==> config.mk <==
export PLATFORM = sky130hd
export DESIGN_NAME = ppp_ctrl
export DESIGN_NICKNAME = d
export VERILOG_FILES = /design/src/rtl/ppp_pkg.sv /design/src/rtl/ppp_ctrl.sv
export SDC_FILE = /design/constraint.sdc
export NUM_CORES = 1
export LEC_CHECK = 0
export ABC_AREA = 1
export BUFFER_PORTS_ARGS = -buffer_cell sky130_fd_sc_hd__buf_4
export CAP_MARGIN = 15
export CORE_MARGIN = 5
export CORE_UTILIZATION = 48
export DETAILED_ROUTE_END_ITERATION = 12
export PLACE_DENSITY_LB_ADDON = 0.1
export SLEW_MARGIN = 20
export SYNTH_ARGS = -nofsm -noshare
export SYNTH_HDL_FRONTEND = slang
export SYNTH_SLANG_ARGS = --single-unit
==> constraint.sdc <==
create_clock -name clock -period 1.49 [get_ports clock]
set_clock_uncertainty 0.05 [all_clocks]
set_input_delay 0.2235 -clock clock [delete_from_list [all_inputs] [get_ports clock]]
set_output_delay 0.2235 -clock clock [all_outputs]
set_load 0.02 [all_outputs]
==> src/rtl/ppp_pkg.sv <==
// Package for the point to polyline projection block: payload and constants.
// Used by ppp_ctrl, ppp_datapath and point_to_polyline_projection.
`default_nettype none
package ppp_pkg;
   localparam int MaxNodes   = 64;
   localparam int CoordBits  = 24;
   localparam int WeightBits = 16;
   localparam int IdxBits    = $clog2(MaxNodes);
   localparam int CntBits    = 7;
   localparam int DistBits   = 50;
   localparam int DiffBits   = CoordBits + 1;
   localparam int ProdBits   = 2 * DiffBits;
   localparam int SumBits    = ProdBits + 2;

   localparam logic KindWrite = 1'b0;
   localparam logic KindQuery = 1'b1;

   typedef struct packed {
      logic                        kind;
      logic [5:0]                  node_index;
      logic signed [CoordBits-1:0] coord_x;
      logic signed [CoordBits-1:0] coord_y;
      logic signed [CoordBits-1:0] coord_z;
   } req_type;

   typedef struct packed {
      logic [5:0]            segment_index;
      logic [WeightBits:0]   weight;
      logic [DistBits-1:0]   distance_sq;
      logic                  too_few_nodes;
   } rsp_type;

   // Commands from the controller to the datapath.
   typedef struct packed {
      logic       load_query;
      logic       diff;
      logic       dot_step;
      logic       prep_div;
      logic       div_step;
      logic       proj_step;
      logic       dist_step;
      logic       compare;
      logic [1:0] axis;
      logic [IdxBits-1:0] seg;
   } cmd_type;

   typedef struct packed {
      logic den_zero;
      logic weight_fixed;
   } sts_type;
endpackage
`default_nettype wire

==> src/rtl/ppp_ctrl.sv <==
// Controller of the point to polyline projection block: sequences the
// per-segment steps. Depends on ppp_pkg.
`default_nettype none
module ppp_ctrl (
   input  wire logic              clock,
   input  wire logic              reset,
   input  wire logic              go,
   input  wire logic [ppp_pkg::CntBits-1:0] cnt,
   input  wire ppp_pkg::sts_type  sts,
   output ppp_pkg::cmd_type       cmd,
   output logic                   first,
   output logic                   busy,
   output logic                   done
);
   typedef enum logic [3:0] {
      S_IDLE, S_RD0, S_RD1, S_D0, S_D1, S_DEN, S_NUM, S_PREP, S_DIV,
      S_PROJ, S_DIST, S_CMP
   } state_type;

   state_type state_ff, state_in;
   logic [1:0] axis_ff, axis_in;
   logic [ppp_pkg::IdxBits-1:0] seg_ff, seg_in;
   logic [4:0] bit_ff, bit_in;
   logic first_seg_ff, first_seg_in;
   logic [ppp_pkg::IdxBits:0] last;

   always_comb begin
      last = (cnt > ppp_pkg::CntBits'(ppp_pkg::MaxNodes)) ?
             (ppp_pkg::IdxBits+1)'(ppp_pkg::MaxNodes - 2) :
             (ppp_pkg::IdxBits+1)'(cnt - 7'd2);
      state_in = state_ff; axis_in = axis_ff; seg_in = seg_ff; bit_in = bit_ff;
      first_seg_in = first_seg_ff;
      cmd = '0; cmd.seg = seg_ff; cmd.axis = axis_ff;
      first = 1'b0; done = 1'b0;
      case (state_ff)
         S_IDLE: if (go) begin
            seg_in = '0; first_seg_in = 1'b1; state_in = S_RD0;
         end
         // Each node read is registered, so a diff follows its own read.
         S_RD0: begin cmd.axis = 2'd0; state_in = S_D0; end
         S_D0: begin cmd.axis = 2'd0; cmd.diff = 1'b1; state_in = S_RD1; end
         S_RD1: begin cmd.axis = 2'd1; state_in = S_D1; end
         S_D1: begin
            cmd.axis = 2'd1; cmd.diff = 1'b1; axis_in = 2'd0; state_in = S_DEN;
         end
         S_DEN: begin
            cmd.dot_step = 1'b1; first = 1'b1;
            if (axis_ff == 2'd2) begin axis_in = 2'd0; state_in = S_NUM; end
            else axis_in = axis_ff + 2'd1;
         end
         S_NUM: begin
            cmd.dot_step = 1'b1;
            if (axis_ff == 2'd2) begin axis_in = 2'd0; state_in = S_PREP; end
            else axis_in = axis_ff + 2'd1;
         end
         S_PREP: begin
            cmd.prep_div = 1'b1; bit_in = '0;
            state_in = sts.weight_fixed ? S_PROJ : S_DIV;
         end
         S_DIV: begin
            cmd.div_step = 1'b1;
            if (bit_ff == 5'(ppp_pkg::WeightBits - 1)) state_in = S_PROJ;
            bit_in = bit_ff + 5'd1;
         end
         S_PROJ: begin cmd.proj_step = 1'b1; state_in = S_DIST; end
         S_DIST: begin
            cmd.dist_step = 1'b1;
            if (axis_ff == 2'd2) begin axis_in = 2'd0; state_in = S_CMP; end
            else begin axis_in = axis_ff + 2'd1; state_in = S_PROJ; end
         end
         S_CMP: begin
            cmd.compare = 1'b1; first = first_seg_ff; first_seg_in = 1'b0;
            if ({1'b0, seg_ff} == last) begin done = 1'b1; state_in = S_IDLE; end
            else begin seg_in = seg_ff + ppp_pkg::IdxBits'(1); state_in = S_RD0; end
         end
         default: state_in = S_IDLE;
      endcase
   end

   always_ff @(posedge clock) begin
      if (reset) begin
         state_ff <= S_IDLE; axis_ff <= '0; seg_ff <= '0; bit_ff <= '0;
         first_seg_ff <= 1'b0;
      end else begin
         state_ff <= state_in; axis_ff <= axis_in; seg_ff <= seg_in;
         bit_ff <= bit_in; first_seg_ff <= first_seg_in;
      end
   end

   assign busy = (state_ff != S_IDLE);
endmodule
`default_nettype wire

# Word-level counts from Yosys, hierarchy flattened

Cells that the tools add are included.

Add/subtract/negate cells: 4
Magnitude comparators: 1
Eq/ne operators: 19
Mux-type cells: 28
Reductions and logical operators: 13

Operators with widths:

| kind                | number |
|---|---|
| $pmux 4 s12         | 1 |
| $eq 4x3->1 const B  | 4 |
| $eq 4x4->1 const B  | 4 |
| $mux 4              | 4 |
| $mux 1              | 12 |
| $mux 6              | 2 |
| $pmux 6 s2          | 1 |
| $ne 2x2->1 const B  | 5 |
| $pmux 5 s2          | 1 |
| $eq 4x2->1 const B  | 2 |
| $pmux 2 s2          | 2 |
| $reduce_or 2->1     | 4 |
| $eq 6x7->1          | 1 |
| $gt 7x7->1 const B  | 1 |
| $mux 7              | 1 |
| $sub 7x2->7 const B | 1 |
| $add 6x1->6 const B | 1 |
| $reduce_bool 2->1   | 3 |
| $add 5x1->5 const B | 1 |
| $eq 5x4->1 const B  | 1 |
| $eq 4x1->1 const B  | 1 |
| $logic_not 4->1     | 1 |
| $mux 2              | 2 |
| $pmux 1 s2          | 2 |
| 7 further kinds     | 7 |

Flip-flop bits (word level): 18
Input bits: 12
Word-level logic and storage cells: 70

# Longest topological paths before layout

Depth after elaboration: 5
Gate-level depth with buffers: 13
Mapped depth without buffers: 13

# Least setup slack after synthesis

Ideal clock, no wire load.

Path kind: flip-flop to output port
From: register state_ff[3]
To: output port first
Arrival time: 1.369 ns
Data required time: 1.217 ns
Path slack: -0.153 ns
Stages on the path, launching flop included: 7
Path buffers: 0
Cell sequence: dfxtp_1 -> inv_2 -> nor2_1 -> inv_4 -> nor2_8 -> inv_2 -> o21ai_0

Longest elaborated chain between the ends: 2
Elaborated cells on any way between the ends: 3
Classes of those cells: eq/ne (2); mux (1)

RTL lines:

| item                                            | line           | source |
|---|---|---|
| from (decl)                                     | ppp_ctrl.sv:20 | `state_type state_ff, state_in;` |
| from (signal assigned)                          | ppp_ctrl.sv:85 | `state_ff <= state_in; axis_ff <= axis_in; seg_ff <= seg_in;` |
| $eq 4x4->1 / $eq 4x3->1 (equally long branches) | ppp_ctrl.sv:35 | `case (state_ff)` |
| $pmux 1 s2 *                                    | ppp_ctrl.sv:35 |  |
| to (decl)                                       | ppp_ctrl.sv:11 | `output logic first,` |

Every way passes the cells marked *; elsewhere a longest branch is shown, timed or not.

==> metrics.csv <==
stage;metric;value;unit
sta;tns;-3.49;ns
worst_setup_path;regToRegSetupSlack;-0.23;ns
cts;cts_max_level;1;
synth;ys_ff_latch;18;
placed_design;dp_slack;-0.270;ns
global_route;grt_remaining_overflow;0;
sta;setup_viol;19;
placed_design;port_buffers;28;
finish;final_nets;290;
synth;synth_area;0.00131;mm2
finish;layoutNonFillerInstCount;303;
route;wl_per_cell;14.5;um
synth;synthCells;207;
floorplanning;io_pins;31;
placed_design;dpl.cell_count;282;
cts;cts_buffers;3;
route;drc;0;
route;wirelength;4390;um
global_route;track_usage;18.9;%
synth;syn_avg_cell_area;6.32;um2
sta;rsz0062_at_grt;yes;
cts;clock_latency;0.31;ns
pwr;power_leakage;0.981;nW
route;firstDrtPassIters;4;
synth;ys_warn_count;0;
worst_setup_path;rr_startpoint;state_ff[1];
route;vias_per_cell;5.49;
cts;cts_tree;done;
finish;num_antenna_cells;0;
finish;drive_above_1_share;53.7;%
floorplanning;rows;19;
floorplanning;die-area;0.00387;mm2
global_route;grt_first_pass_wirelength;6100;um
sta;final.period_utilization;117;%
worst_setup_path;cp-endpoint;cmd[7];
sta;slew_violations;0;
floorplanning;die_h;62.2;um
placed_design;dp_hpwl;2680;um
floorplanning;start_util;48.7;%
synth;synth_fp_nets;223;
cts;clock_sinks;18;
worst_setup_path;critical_path_class;flop to output port;
synth;synth_cell_types;34;
worst_setup_path;rr_worst_depth;10;
cts;cts_buffer_depth;2;
placed_design;gp_congestion;0.899;
finish;n_fill_cell;175;
floorplanning;die_w;62.2;um
min_path;hp-class;primary input to flop;
cts;ctsHoldBuffers;0;
outcome;outcome;complete, but fails checks;
synth;ys_seq_area_share;27.6;%
pwr;ir_drop;0.000908;V
synth;synth_largest_area_cell;dfxtp_1;
route;drt-initial-drc-count;110;
route;antenna_left;0;
floorplanning;core_area;0.00269;mm2
cts;clkTransAtPathRegs;0.10;ns
global_route;grt_max_degree;15;
sta;max_freq;574;MHz
run;maxCapViolCount;0;
worst_setup_path;arrival;1.47;ns
worst_setup_path;worstPathRequired;1.22;ns
synth;synthTopCellsByArea;dfxtp_1, nand2_1, nor2_1;
global_route;grt_pass1_vias;1477;
worst_setup_path;cp-start-kind;flop;
worst_setup_path;r2r_end;state_ff[1];
sta;period_needed;1.74;ns
sta;setup_ws;-0.252;ns
route;vias;1662;
sta;whs;0.133;ns
pwr;total_power;0.00205;W
synth;synth_top_area_share;27.6;%
pwr;powerDensity;947;mW/mm2
worst_setup_path;startpoint;state_ff[2];
finish;syn_to_final_growth;65.6;%
cts;root_buffer;clkbuf_4;
worst_setup_path;crit_fanout;3;
sta;finalHoldViolCount;0;
outcome;violations;setup timing;
global_route;antenna_found_initial;0;
worst_setup_path;critPathCaptureType;output port;
[cell usage after synthesis]
cell	n
o41ai_1	1
buf_4	1
nor2_1	28
nand2_4	1
nor2_4	1
inv_2	13
dfxtp_1	18
o211ai_1	1
o21a_1	1
inv_4	1
xnor2_1	2
nor2_2	2
nor2_8	1
nor3b_1	2
o22ai_1	1
conb_1	1
ha_1	4
nand3_2	1
nand4_1	1
o21ai_1	4
nor3_1	1
a221oi_1	1
o21bai_4	1
nand2_2	6
nand3_1	16
a211oi_1	2
nor4_1	1
a21oi_1	16
inv_1	22
a21oi_2	1
nand2_1	46
buf_2	1
o21ai_0	5
xor2_1	3
[area by class of cell]
cell class	instances	area, um2	area share (%)
Tap cell	31	38.8	1.79
Inverter	36	153	7.05
Multi-Input combinational cell	151	1040	48.2
Clock buffer	3	22.5	1.04
Sequential cell	18	379	17.5
Timing Repair Buffer	64	529	24.5
[where the power goes]
group	total [W]	switching, W	internal (W)
clock network	0.000246	0.000152	0.0000945
logic	0.00118	0.000697	0.000482
registers	0.000623	0.0000815	0.000542
total	0.00205	0.000931	0.00112
[worst min path at each step]
stage	startpoint	end	slack (ns)	cells after the start
floorplan	reset	bit_ff[4]	0.24	1
global placement	bit_ff[4]	bit_ff[4]	0.40	2
detailed placement	bit_ff[4]	bit_ff[4]	0.41	2
CTS	reset	seg_ff[4]	0.14	2
global route	reset	seg_ff[3]	0.14	2
finish	reset	seg_ff[3]	0.13	2
[placed cells by master (no fill, tap or decap), types with 4 or more instances in the layout]
master / count
a21oi_1: 12
a21oi_2: 5
buf_4: 52
buf_6: 11
dfxtp_1: 11
dfxtp_4: 4
inv_1: 18
inv_2: 12
inv_4: 5
nand2_1: 37
nand2_2: 12
nand3_1: 10
nand3_2: 6
nor2_1: 13
nor2_2: 7
nor2_4: 11
o21ai_1: 5
[routing by layer]
metal / routed length [um] / share of wire (%) / GRT usage (%)
met1: 1690 / 39 / 21.3
met3: 227 / 5.2 / 2.70
met2: 2290 / 52 / 33.8
met5: 0 / 0 / 0
met4: 180 / 4.1 / 9.49
[cells by family after synthesis]
logic type	after synthesis	share of synthesized area, %
xor gates and xnor gates	5	3.35
adders and majority gates	4	3.83
other	1	0.287
AOI/OAI and AO/OA	34	15.8
DFF	18	27.6
and+or+nand+nor	107	37.7
buffers and inverters	38	11.5
[flip-flops by register name, summed over array words and instances (netlist names)]
signal / flops
seg_ff: 6
bit_ff: 5
first_seg_ff: 1
axis_ff: 2
state_ff: 4
[critical path, stage by stage, from the launching register on]
cell	delay (ns)
dfxtp_4	0.38
inv_4	0.06
nor2_4	0.03
inv_2	0.08
buf_6	0.11
nor2_4	0.04
nor4_2	0.26
buf_4	0.19
[metrics by stage]
stage	util (%)	area, um2
floorplan	-	1330
global placement	63.2	1700
detailed placement	63.2	1700
CTS	67.8	1820
global route	80.6	2160
finish	80.6	2160
[timing repair]
| action | CTS | global route |
|---|---|---|
| resized for setup | 28 | 60 |
| buffers inserted | 3 | 15 |
| pin swaps | 4 | 24 |
| hold endpoints to repair | 0 | 0 |
| endpoints found under the setup margin | 15 | 24 |
| cloned | 0 | 0 |
Power figures use the tool's default switching activity.
